--- src/hdl/ftc_pkg.sv ---
package ftc_pkg;

	localparam int FRAME_INDEX_BITS = 24;

	localparam int REF_W     = 24;
	localparam int HRS_CFG_W = 7;
	localparam int MS_W      = 6;
	localparam int FPS_W     = 7;
	localparam int FRM_W     = 7;
	localparam int HOURS_W   = 16;
	localparam int SSEC_W    = 19;
	localparam int PROD_W    = SSEC_W + FPS_W;
	localparam int SUM_W     = ((PROD_W > FRAME_INDEX_BITS) ? PROD_W : FRAME_INDEX_BITS) + 2;
	localparam int Q_W       = SUM_W - 1;

	localparam int HQ_W     = Q_W - 11;
	localparam int DIVH_K   = Q_W + 12;
	localparam int DIVH_M_W = Q_W + 1;
	localparam int HPROD_W  = Q_W + DIVH_M_W;
	localparam int REM_W    = 12;
	localparam int DIVM_K   = REM_W + MS_W;
	localparam int DIVM_M_W = REM_W + 1;
	localparam int MPROD_W  = REM_W + DIVM_M_W;

	localparam int CFG_IDX_W  = 3;
	localparam int CFG_DATA_W = 24;

	localparam int QUEUE_DEPTH = 4;
	localparam int QPTR_W      = $clog2(QUEUE_DEPTH);

	localparam logic [SSEC_W-1:0] SEC_PER_HOUR = SSEC_W'(3600);
	localparam logic [SSEC_W-1:0] SEC_PER_MIN  = SSEC_W'(60);
	localparam logic [FPS_W-1:0]  FPS_RESET    = FPS_W'(24);
	localparam logic [HOURS_W-1:0] HOURS_MAX   = '1;

	// rounded-up reciprocals: exact quotient for any dividend below 2^Q_W and 2^REM_W
	localparam logic [DIVH_M_W-1:0] DIVH_M = DIVH_M_W'(((longint'(1) << DIVH_K)
		+ longint'(SEC_PER_HOUR) - 1) / longint'(SEC_PER_HOUR));
	localparam logic [DIVM_M_W-1:0] DIVM_M = DIVM_M_W'(((longint'(1) << DIVM_K)
		+ longint'(SEC_PER_MIN) - 1) / longint'(SEC_PER_MIN));
	localparam logic [REM_W-1:0]    HOUR_LO = REM_W'(3600);
	localparam logic [MS_W-1:0]     MIN_LO  = MS_W'(60);

	typedef enum logic [CFG_IDX_W-1:0] {
		REG_START_HOURS   = 3'd0,
		REG_START_MINUTES = 3'd1,
		REG_START_SECONDS = 3'd2,
		REG_START_FRAMES  = 3'd3,
		REG_REFERENCE     = 3'd4,
		REG_FPS           = 3'd5
	} cfg_reg_t;

	typedef struct packed {
		logic [HRS_CFG_W-1:0] start_hours;
		logic [MS_W-1:0]      start_minutes;
		logic [MS_W-1:0]      start_seconds;
		logic [FRM_W-1:0]     start_frame_count;
		logic [REF_W-1:0]     reference_index;
		logic [FPS_W-1:0]     frames_per_second;
	} cfg_t;

	// classified word handed from front to back
	typedef struct packed {
		logic             unf;
		logic [FPS_W-1:0] fps;
		logic [Q_W-1:0]   tot;
	} item_t;

	typedef struct packed {
		logic [Q_W-1:0]   num;
		logic [FPS_W-1:0] rem;
		logic [FPS_W-1:0] fps;
		logic             unf;
	} fdiv_t;

	// one restoring step by the frame rate
	function automatic fdiv_t fdiv_step(input fdiv_t x);
		logic [FPS_W:0] sh;
		fdiv_t          y;
		sh = {x.rem, x.num[Q_W-1]};
		y  = x;
		if (sh >= {1'b0, x.fps}) begin
			y.rem = FPS_W'(sh - {1'b0, x.fps});
			y.num = {x.num[Q_W-2:0], 1'b1};
		end else begin
			y.rem = sh[FPS_W-1:0];
			y.num = {x.num[Q_W-2:0], 1'b0};
		end
		return y;
	endfunction

endpackage

--- src/hdl/ftc_front.sv ---
module ftc_front (
	input  logic                                     clk,
	input  logic                                     arst_n,
	input  ftc_pkg::cfg_t                            cfg,
	input  logic                                     in_valid,
	output logic                                     in_ready,
	input  logic [ftc_pkg::FRAME_INDEX_BITS-1:0]     frame_index,
	input  logic                                     q_full,
	output logic                                     q_push,
	output ftc_pkg::item_t                           q_item
);

	logic                                     v_s1;
	logic                                     v_s2;
	logic                                     adv1;
	logic                                     adv2;
	logic [ftc_pkg::SSEC_W-1:0]               ssec_s1;
	logic [ftc_pkg::FPS_W-1:0]                fps_s1;
	logic [ftc_pkg::FRM_W-1:0]                sfc_s1;
	logic signed [ftc_pkg::FRAME_INDEX_BITS:0] diff_s1;
	ftc_pkg::item_t                           item_s2;

	logic [ftc_pkg::FRAME_INDEX_BITS-1:0]     ref_idx;
	logic [ftc_pkg::SSEC_W-1:0]               ssec;
	logic [ftc_pkg::FPS_W-1:0]                fps_eff;
	logic [ftc_pkg::PROD_W-1:0]               prod;
	logic signed [ftc_pkg::SUM_W-1:0]         total;
	ftc_pkg::item_t                           item_d;

	assign adv2     = !v_s2 || !q_full;
	assign adv1     = !v_s1 || adv2;
	assign in_ready = adv1;
	assign q_push   = v_s2 && !q_full;
	assign q_item   = item_s2;

	assign ref_idx = ftc_pkg::FRAME_INDEX_BITS'(cfg.reference_index);
	assign ssec    = ftc_pkg::SSEC_W'(cfg.start_hours) * ftc_pkg::SEC_PER_HOUR
	               + ftc_pkg::SSEC_W'(cfg.start_minutes) * ftc_pkg::SEC_PER_MIN
	               + ftc_pkg::SSEC_W'(cfg.start_seconds);
	assign fps_eff = (cfg.frames_per_second == '0) ? ftc_pkg::FPS_W'(1) : cfg.frames_per_second;

	assign prod  = ftc_pkg::PROD_W'(ssec_s1) * ftc_pkg::PROD_W'(fps_s1);
	assign total = $signed(ftc_pkg::SUM_W'(prod)) + $signed(ftc_pkg::SUM_W'(sfc_s1))
	             + ftc_pkg::SUM_W'(diff_s1);

	always_comb begin
		item_d.unf = total[ftc_pkg::SUM_W-1];
		if (total[ftc_pkg::SUM_W-1]) begin
			item_d.tot = '0;
			item_d.fps = ftc_pkg::FPS_W'(1);
		end else begin
			item_d.tot = total[ftc_pkg::Q_W-1:0];
			item_d.fps = fps_s1;
		end
	end

	always_ff @(posedge clk or negedge arst_n) begin
		if (!arst_n) begin
			v_s1 <= 1'b0;
			v_s2 <= 1'b0;
		end else begin
			if (adv1)
				v_s1 <= in_valid;
			if (adv2)
				v_s2 <= v_s1;
		end
	end

	always_ff @(posedge clk) begin
		if (adv1) begin
			ssec_s1 <= ssec;
			fps_s1  <= fps_eff;
			sfc_s1  <= cfg.start_frame_count;
			diff_s1 <= $signed({1'b0, frame_index}) - $signed({1'b0, ref_idx});
		end
		if (adv2)
			item_s2 <= item_d;
	end

endmodule

--- src/hdl/ftc_queue.sv ---
module ftc_queue (
	input  logic           clk,
	input  logic           arst_n,
	input  logic           push,
	input  ftc_pkg::item_t push_item,
	output logic           full,
	input  logic           pop,
	output logic           head_vld,
	output ftc_pkg::item_t head
);

	ftc_pkg::item_t              mem_q [ftc_pkg::QUEUE_DEPTH];
	logic [ftc_pkg::QPTR_W-1:0]  wr_q;
	logic [ftc_pkg::QPTR_W-1:0]  rd_q;
	logic [ftc_pkg::QPTR_W:0]    cnt_q;

	assign full     = (cnt_q == (ftc_pkg::QPTR_W + 1)'(ftc_pkg::QUEUE_DEPTH));
	assign head_vld = (cnt_q != '0);
	assign head     = mem_q[rd_q];

	always_ff @(posedge clk or negedge arst_n) begin
		if (!arst_n) begin
			wr_q  <= '0;
			rd_q  <= '0;
			cnt_q <= '0;
		end else begin
			if (push)
				wr_q <= wr_q + 1'b1;
			if (pop)
				rd_q <= rd_q + 1'b1;
			if (push && !pop)
				cnt_q <= cnt_q + 1'b1;
			else if (pop && !push)
				cnt_q <= cnt_q - 1'b1;
		end
	end

	always_ff @(posedge clk) begin
		if (push)
			mem_q[wr_q] <= push_item;
	end

endmodule

--- src/hdl/ftc_back.sv ---
module ftc_back (
	input  logic                          clk,
	input  logic                          arst_n,
	input  logic                          head_vld,
	input  ftc_pkg::item_t                head,
	output logic                          pop,
	output logic                          out_valid,
	input  logic                          out_ready,
	output logic [ftc_pkg::HOURS_W-1:0]   hours,
	output logic [ftc_pkg::MS_W-1:0]      minutes,
	output logic [ftc_pkg::MS_W-1:0]      seconds,
	output logic [ftc_pkg::FRM_W-1:0]     frame_field,
	output logic                          underflow
);

	localparam int N = ftc_pkg::Q_W;

	ftc_pkg::fdiv_t fd_q [N];
	logic [N-1:0]   fv_q;

	logic                        v_s1;
	logic [ftc_pkg::HQ_W-1:0]    hrs_s1;
	logic [ftc_pkg::REM_W-1:0]   lo_s1;
	logic [ftc_pkg::FRM_W-1:0]   frm_s1;
	logic                        unf_s1;

	logic                        v_s2;
	logic [ftc_pkg::HOURS_W-1:0] hrs_s2;
	logic [ftc_pkg::REM_W-1:0]   rem_s2;
	logic [ftc_pkg::FRM_W-1:0]   frm_s2;
	logic                        unf_s2;

	logic                        v_s3;
	logic [ftc_pkg::HOURS_W-1:0] hrs_s3;
	logic [ftc_pkg::MS_W-1:0]    min_s3;
	logic [ftc_pkg::MS_W-1:0]    rlo_s3;
	logic [ftc_pkg::FRM_W-1:0]   frm_s3;
	logic                        unf_s3;

	logic                        out_vld_q;
	logic [ftc_pkg::HOURS_W-1:0] hours_q;
	logic [ftc_pkg::MS_W-1:0]    minutes_q;
	logic [ftc_pkg::MS_W-1:0]    seconds_q;
	logic [ftc_pkg::FRM_W-1:0]   frm_q;
	logic                        unf_q;

	logic                        adv;
	ftc_pkg::fdiv_t              fd_in;
	ftc_pkg::fdiv_t              fd_last;
	logic [ftc_pkg::HQ_W-1:0]    hrs_d;
	logic [ftc_pkg::HOURS_W-1:0] hrs_sat;
	logic [ftc_pkg::MS_W-1:0]    min_d;

	assign adv = !out_vld_q || out_ready;
	assign pop = adv && head_vld;

	assign fd_in.num = head.tot;
	assign fd_in.rem = '0;
	assign fd_in.fps = head.fps;
	assign fd_in.unf = head.unf;

	assign fd_last = fd_q[N-1];

	// seconds / 3600 and remainder / 60 by reciprocal multiply
	assign hrs_d = ftc_pkg::HQ_W'((ftc_pkg::HPROD_W'(fd_last.num)
	             * ftc_pkg::HPROD_W'(ftc_pkg::DIVH_M)) >> ftc_pkg::DIVH_K);
	assign hrs_sat = (hrs_s1 > ftc_pkg::HQ_W'(ftc_pkg::HOURS_MAX)) ? ftc_pkg::HOURS_MAX
	                                                               : ftc_pkg::HOURS_W'(hrs_s1);
	assign min_d = ftc_pkg::MS_W'((ftc_pkg::MPROD_W'(rem_s2)
	             * ftc_pkg::MPROD_W'(ftc_pkg::DIVM_M)) >> ftc_pkg::DIVM_K);

	always_ff @(posedge clk or negedge arst_n) begin
		if (!arst_n) begin
			fv_q      <= '0;
			v_s1      <= 1'b0;
			v_s2      <= 1'b0;
			v_s3      <= 1'b0;
			out_vld_q <= 1'b0;
		end else if (adv) begin
			fv_q      <= {fv_q[N-2:0], head_vld};
			v_s1      <= fv_q[N-1];
			v_s2      <= v_s1;
			v_s3      <= v_s2;
			out_vld_q <= v_s3;
		end
	end

	always_ff @(posedge clk) begin
		if (adv) begin
			fd_q[0] <= ftc_pkg::fdiv_step(fd_in);
			for (int i = 1; i < N; i++)
				fd_q[i] <= ftc_pkg::fdiv_step(fd_q[i-1]);
			hrs_s1    <= hrs_d;
			lo_s1     <= fd_last.num[ftc_pkg::REM_W-1:0];
			frm_s1    <= fd_last.rem;
			unf_s1    <= fd_last.unf;
			hrs_s2    <= hrs_sat;
			rem_s2    <= lo_s1 - ftc_pkg::REM_W'(hrs_s1[ftc_pkg::REM_W-1:0] * ftc_pkg::HOUR_LO);
			frm_s2    <= frm_s1;
			unf_s2    <= unf_s1;
			hrs_s3    <= hrs_s2;
			min_s3    <= min_d;
			rlo_s3    <= rem_s2[ftc_pkg::MS_W-1:0];
			frm_s3    <= frm_s2;
			unf_s3    <= unf_s2;
			hours_q   <= hrs_s3;
			minutes_q <= min_s3;
			seconds_q <= rlo_s3 - ftc_pkg::MS_W'(min_s3 * ftc_pkg::MIN_LO);
			frm_q     <= frm_s3;
			unf_q     <= unf_s3;
		end
	end

	assign out_valid   = out_vld_q;
	assign hours       = hours_q;
	assign minutes     = minutes_q;
	assign seconds     = seconds_q;
	assign frame_field = frm_q;
	assign underflow   = unf_q;

	a_rate_rem: assert property (@(posedge clk) disable iff (!arst_n)
		fv_q[N-1] |-> (fd_q[N-1].rem < fd_q[N-1].fps))
		else $error("frame remainder not below rate");

	a_unf_zero: assert property (@(posedge clk) disable iff (!arst_n)
		(out_vld_q && unf_q) |-> (hours_q == '0 && minutes_q == '0 &&
		                          seconds_q == '0 && frm_q == '0))
		else $error("underflow word with nonzero timecode");

	a_base60: assert property (@(posedge clk) disable iff (!arst_n)
		out_vld_q |-> (minutes_q < ftc_pkg::MS_W'(60) && seconds_q < ftc_pkg::MS_W'(60)))
		else $error("minutes or seconds out of range");

endmodule

--- src/hdl/frame_to_timecode.sv ---
// Frame index to non-drop-frame timecode.
//
// cfg_valid/cfg_ready/cfg_index/cfg_data write the start timecode, the
// reference frame index and the frame rate; cfg_ready is always high and
// indexes above 5 are dropped. Write only while no word is in flight.
// A rate of 0 counts as 1.
// in_valid/in_ready carry one frame_index per word; out_valid/out_ready
// carry one timecode word per input word, in order.
// Throughput: one word per cycle while out_ready stays high. Pipeline: two
// front stages, the queue, Q_W bit-serial steps dividing by the rate, three
// stages splitting seconds into hours, minutes and seconds by reciprocal
// multiplies, then the output register.
// A four-word queue sits between the front (total and sign) and the back
// (dividers); a stalled receiver freezes the back, the queue fills, and
// then in_ready drops. The output register holds a word until taken.
// Reset clears all valid state and loads rate 24 with a zero start timecode.
// A negative frame total returns underflow with all other fields zero.
module frame_to_timecode (
	input  logic                                 clk,
	input  logic                                 arst_n,
	input  logic                                 cfg_valid,
	output logic                                 cfg_ready,
	input  logic [ftc_pkg::CFG_IDX_W-1:0]        cfg_index,
	input  logic [ftc_pkg::CFG_DATA_W-1:0]       cfg_data,
	input  logic                                 in_valid,
	output logic                                 in_ready,
	input  logic [ftc_pkg::FRAME_INDEX_BITS-1:0] frame_index,
	output logic                                 out_valid,
	input  logic                                 out_ready,
	output logic [ftc_pkg::HOURS_W-1:0]          hours,
	output logic [ftc_pkg::MS_W-1:0]             minutes,
	output logic [ftc_pkg::MS_W-1:0]             seconds,
	output logic [ftc_pkg::FRM_W-1:0]            frame_field,
	output logic                                 underflow
);

	ftc_pkg::cfg_t  cfg_q;
	logic           q_full;
	logic           q_push;
	ftc_pkg::item_t q_item;
	logic           q_pop;
	logic           q_vld;
	ftc_pkg::item_t q_head;

	assign cfg_ready = 1'b1;

	always_ff @(posedge clk or negedge arst_n) begin
		if (!arst_n) begin
			cfg_q.start_hours       <= '0;
			cfg_q.start_minutes     <= '0;
			cfg_q.start_seconds     <= '0;
			cfg_q.start_frame_count <= '0;
			cfg_q.reference_index   <= '0;
			cfg_q.frames_per_second <= ftc_pkg::FPS_RESET;
		end else if (cfg_valid) begin
			case (cfg_index)
				ftc_pkg::REG_START_HOURS: begin
					cfg_q.start_hours <= cfg_data[ftc_pkg::HRS_CFG_W-1:0];
				end
				ftc_pkg::REG_START_MINUTES: begin
					cfg_q.start_minutes <= cfg_data[ftc_pkg::MS_W-1:0];
				end
				ftc_pkg::REG_START_SECONDS: begin
					cfg_q.start_seconds <= cfg_data[ftc_pkg::MS_W-1:0];
				end
				ftc_pkg::REG_START_FRAMES: begin
					cfg_q.start_frame_count <= cfg_data[ftc_pkg::FRM_W-1:0];
				end
				ftc_pkg::REG_REFERENCE: begin
					cfg_q.reference_index <= cfg_data[ftc_pkg::REF_W-1:0];
				end
				ftc_pkg::REG_FPS: begin
					cfg_q.frames_per_second <= cfg_data[ftc_pkg::FPS_W-1:0];
				end
				default: begin
				end
			endcase
		end
	end

	ftc_front u_front (
		.clk         (clk),
		.arst_n      (arst_n),
		.cfg         (cfg_q),
		.in_valid    (in_valid),
		.in_ready    (in_ready),
		.frame_index (frame_index),
		.q_full      (q_full),
		.q_push      (q_push),
		.q_item      (q_item)
	);

	ftc_queue u_queue (
		.clk       (clk),
		.arst_n    (arst_n),
		.push      (q_push),
		.push_item (q_item),
		.full      (q_full),
		.pop       (q_pop),
		.head_vld  (q_vld),
		.head      (q_head)
	);

	ftc_back u_back (
		.clk         (clk),
		.arst_n      (arst_n),
		.head_vld    (q_vld),
		.head        (q_head),
		.pop         (q_pop),
		.out_valid   (out_valid),
		.out_ready   (out_ready),
		.hours       (hours),
		.minutes     (minutes),
		.seconds     (seconds),
		.frame_field (frame_field),
		.underflow   (underflow)
	);

endmodule
--- config.mk ---
export PLATFORM = sky130hd
export DESIGN_NAME = frame_to_timecode
export DESIGN_NICKNAME = d
export VERILOG_FILES = /design/src/hdl/ftc_pkg.sv /design/src/hdl/ftc_front.sv /design/src/hdl/ftc_queue.sv /design/src/hdl/ftc_back.sv /design/src/hdl/frame_to_timecode.sv
export SDC_FILE = /design/constraint.sdc
export NUM_CORES = 2
export LEC_CHECK = 0
export BUFFER_PORTS_ARGS = -buffer_cell sky130_fd_sc_hd__buf_2
export CORE_AREA = 2 2 551 279
export DETAILED_ROUTE_END_ITERATION = 8
export DIE_AREA = 0 0 553 281
export PLACE_DENSITY = 0.71
export SLEW_MARGIN = 20
export SYNTH_ARGS = -nofsm -noshare
export SYNTH_HDL_FRONTEND = slang
export SYNTH_HIERARCHICAL = 1
export SYNTH_SLANG_ARGS = --single-unit
--- constraint.sdc ---
create_clock -name clk -period 110.7 [get_ports clk]
set_input_delay 22.14 -clock clk [delete_from_list [all_inputs] [get_ports clk]]
set_output_delay 22.14 -clock clk [all_outputs]
set_load 0.005 [all_outputs]
==> run_results.csv <==
group,metric,value,unit
critical_path,cp-end-kind,"register",
placement,hpwl,118,mm
yosys,yosysWarningCount,6,
yosys,syn-num-nets,6865,
sta,period_needed,26060,ps
yosys,synth_largest_area_cell,"edfxtp_1",
clock_tree,path_clk_slew,70,ps
route,drt_iter0_markers,4176,
route,drc,0,
cells_and_area,final_nets,7055,
route,antenna_left,0,
yosys,synth_most_common_cell,"edfxtp_1",
critical_path,cp.required,111130,ps
sta,hold_violations,0,
floorplan,die_area,0.155,mm^2
critical_path,worst_setup_path_start_kind,"input port",
clock_tree,ctsHoldBuffers,0,
critical_path,worstSetupPathType,"in -> reg",
floorplan,die_h,281,um
clock_tree,clock-sinks,1601,
clock_tree,clockRootBuffer,"clkbuf_16",
clock_tree,post_cts_buffers,0,
clock_tree,cts_buffers,146,
flow_run,cap_violations,0,
yosys,ys_types,86,
grt,overflow,0,
clock_tree,htreeDepth,4,
placement,numPortBuffers,93,
yosys,netlist_area,0.0824,mm^2
cells_and_area,area_growth,9.10,%
sta,hold_ws,375,ps
route,vias,43100,
yosys,synth_top_cell_area_share,54.8,%
yosys,synth_seq_cells,1601,
floorplan,initial_utilization,54.7,%
yosys,synthFlopType,"edfxtp_1",
sta,finClkSkew,62.6,ps
sta,rsz0062_at_grt,"false",
grt,grt_usage,20.9,%
route,drt_pre_antenna_iters,6,
floorplan,chipWidth,553,um
clock_tree,cts_resized,0,
yosys,ys_seq_area_share,57.7,%
yosys,async_reset_ff_share,6.06,%
yosys,avgSynthCellArea,14.5,um^2
route,vias_per_cell,5.41,
critical_path,cp.arrival,26490,ps
yosys,synthTopCellsByCount,"1,504 x edfxtp_1, 970 x inv_1, 736 x ha_1",
yosys,synth_edf_count,1504,
yosys,synth_area_leaders,"edfxtp_1 55%, ha_1 11%, fa_1 9.8%",
grt,grt_pass1_vias,42900,
placement,post-place-ws,83660,ps
floorplan,ioPinCount,95,
placement,gp_congestion,0.935,
clock_tree,cts_tree,"built",
route,routed_wl,159,mm
sta,fmax,0.0384,GHz
route,wire_per_inst,20.0,um
cells_and_area,drive_gt1_share,9.63,%
sta,drv_slew,0,
sta,finalSetupTns,0,ps
grt,antenna_found_initial,1,
grt,grt_max_degree,192,
sta,finalSetupViolCount,0,
min_path,hp-class,"reg -> reg",
clock_tree,clkLatencyLatePin,790,ps
floorplan,rows,101,
status,status,"complete, no violations",
sta,relSlewSlack,28.8,%
floorplan,core,0.151,mm^2
yosys,synth_cells,5668,
sta,setup_ws,84640,ps
grt,grt_first_pass_wirelength,251,mm
critical_path,cp_max_fo,191,
clock_tree,clockBufferDepth,4,
sta,min_period_over_period,23.5,%
sta,tightest_slew,1070,ps
-- worst max-delay path, cell delays in order --
cell and delay [ps]:
buf_2 80, nand2b_4 650, buf_12 740, buf_4 920, buf_4 790, buf_4 450
buf_16 320
-- per-layer routing --
layer  part of all wire (%)  track usage [%]  up-vias
met3                    8.7             5.44      160
met4                    1.4             3.63        0
li1                       -                -    20300
met2                     37             26.3     1270
met1                     53             35.6    21400
met5                      0                0        -
-- placed cells by master (no fill, tap or decap), types with 11 or more instances in the layout --
cell type	count
a211oi_1	26
a21boi_0	33
a21o_1	85
a21oi_1	142
and2_1	115
and3_1	13
buf_2	92
buf_4	27
bufinv_16	11
clkbuf_1	28
clkbuf_16	150
clkinv_1	13
clkinv_2	19
dfrtp_1	94
edfxtp_1	1504
fa_1	405
ha_1	736
inv_1	970
inv_6	11
mux2_1	20
mux2_2	172
mux2i_1	54
mux4_2	28
nand2_1	133
nand2b_1	38
nand3_1	51
nand4_1	43
nor2_1	167
nor2b_1	96
nor3_1	20
o211a_1	28
o211ai_1	11
o21ai_0	194
o21bai_1	16
or4_1	27
xnor2_1	144
xor2_1	71
-- cells by family (layout without fill, tap and decap cells) --
| kind of cell | count (synthesis) | count (layout) | share of synthesized area (%) |
|---|---|---|---|
| DFF | 1601 | 1601 | 57.7 |
| adders and majority gates | 1141 | 1141 | 21.0 |
| buffers and inverters | 1050 | 1344 | 4.95 |
| and+or+nand+nor | 756 | 756 | 4.93 |
| AOI/OAI and AO/OA | 622 | 622 | 4.82 |
| muxes | 281 | 281 | 4.27 |
| xor gates and xnor gates | 216 | 216 | 2.30 |
| other | 1 | 2 | 0.00455 |
-- per-stage QoR --
step           instance area, um^2  instances  util [%]
3_5_place_dp                 85200       7716      56.6
5_1_grt                      89900       7971      59.7
6_report                     89900       7971      59.7
3_3_place_gp                 85200       7716      56.6
4_1_cts                      89900       7968      59.7
2_1_floorplan                82400       5668         -
-- flip-flops by register name, indices dropped and copies added (netlist names), 16 cells and up --
name,cells
u_back/hrs_s3,16
u_front/ssec_s1,19
u_back/fv_q,27
u_queue/mem_q,140
cfg_q,57
u_back/fd_q,1127
u_back/hours,16
u_front/diff_s1,25
u_front/q_item,35
u_back/hrs_s2,16
u_back/hrs_s1,16
-- layout make-up --
| class | count | area [um^2] |
|---|---|---|
| Clock buffer | 185 | 3960 |
| Clock inverter | 67 | 689 |
| Inverter | 970 | 3640 |
| Fill cell | 11400 | 60700 |
| Antenna cell | 1 | 2.50 |
| Multi-Input combinational cell | 3017 | 30800 |
| Sequential cell | 1601 | 47600 |
| Tap cell | 2008 | 2510 |
| Timing Repair Buffer | 122 | 738 |
-- path summary, 6_finish.rpt --
path | startpoint | endpoint | slack, ps | cells after the start
worst max-delay path | out_ready | u_back/fd_q[1][259]$_DFFE_PN_ | 84640 | 7
max in group asynchronous | arst_n | u_queue/rd_q[0]$_DFFE_PN0P_ | 88210 | 2
worst max register to register | u_front/fps_s1[1]$_SDFFCE_PN0P_ | u_front/q_item[21]$_SDFFCE_PP0P_ | 101990 | 25
worst min-delay path | u_back/fd_q[0][576]$_DFFE_PN_ | u_back/fd_q[0][619]$_DFFE_PN_ | 380 | 0
worst min register to register | u_back/fd_q[0][576]$_DFFE_PN_ | u_back/fd_q[0][619]$_DFFE_PN_ | 380 | 0
min in group asynchronous | arst_n | u_back/fv_q[12]$_DFFE_PN0N_ | 21250 | 1
Power is not shown: default switching activity piles up to over one toggle a cycle in this logic, so the estimate is an artifact.
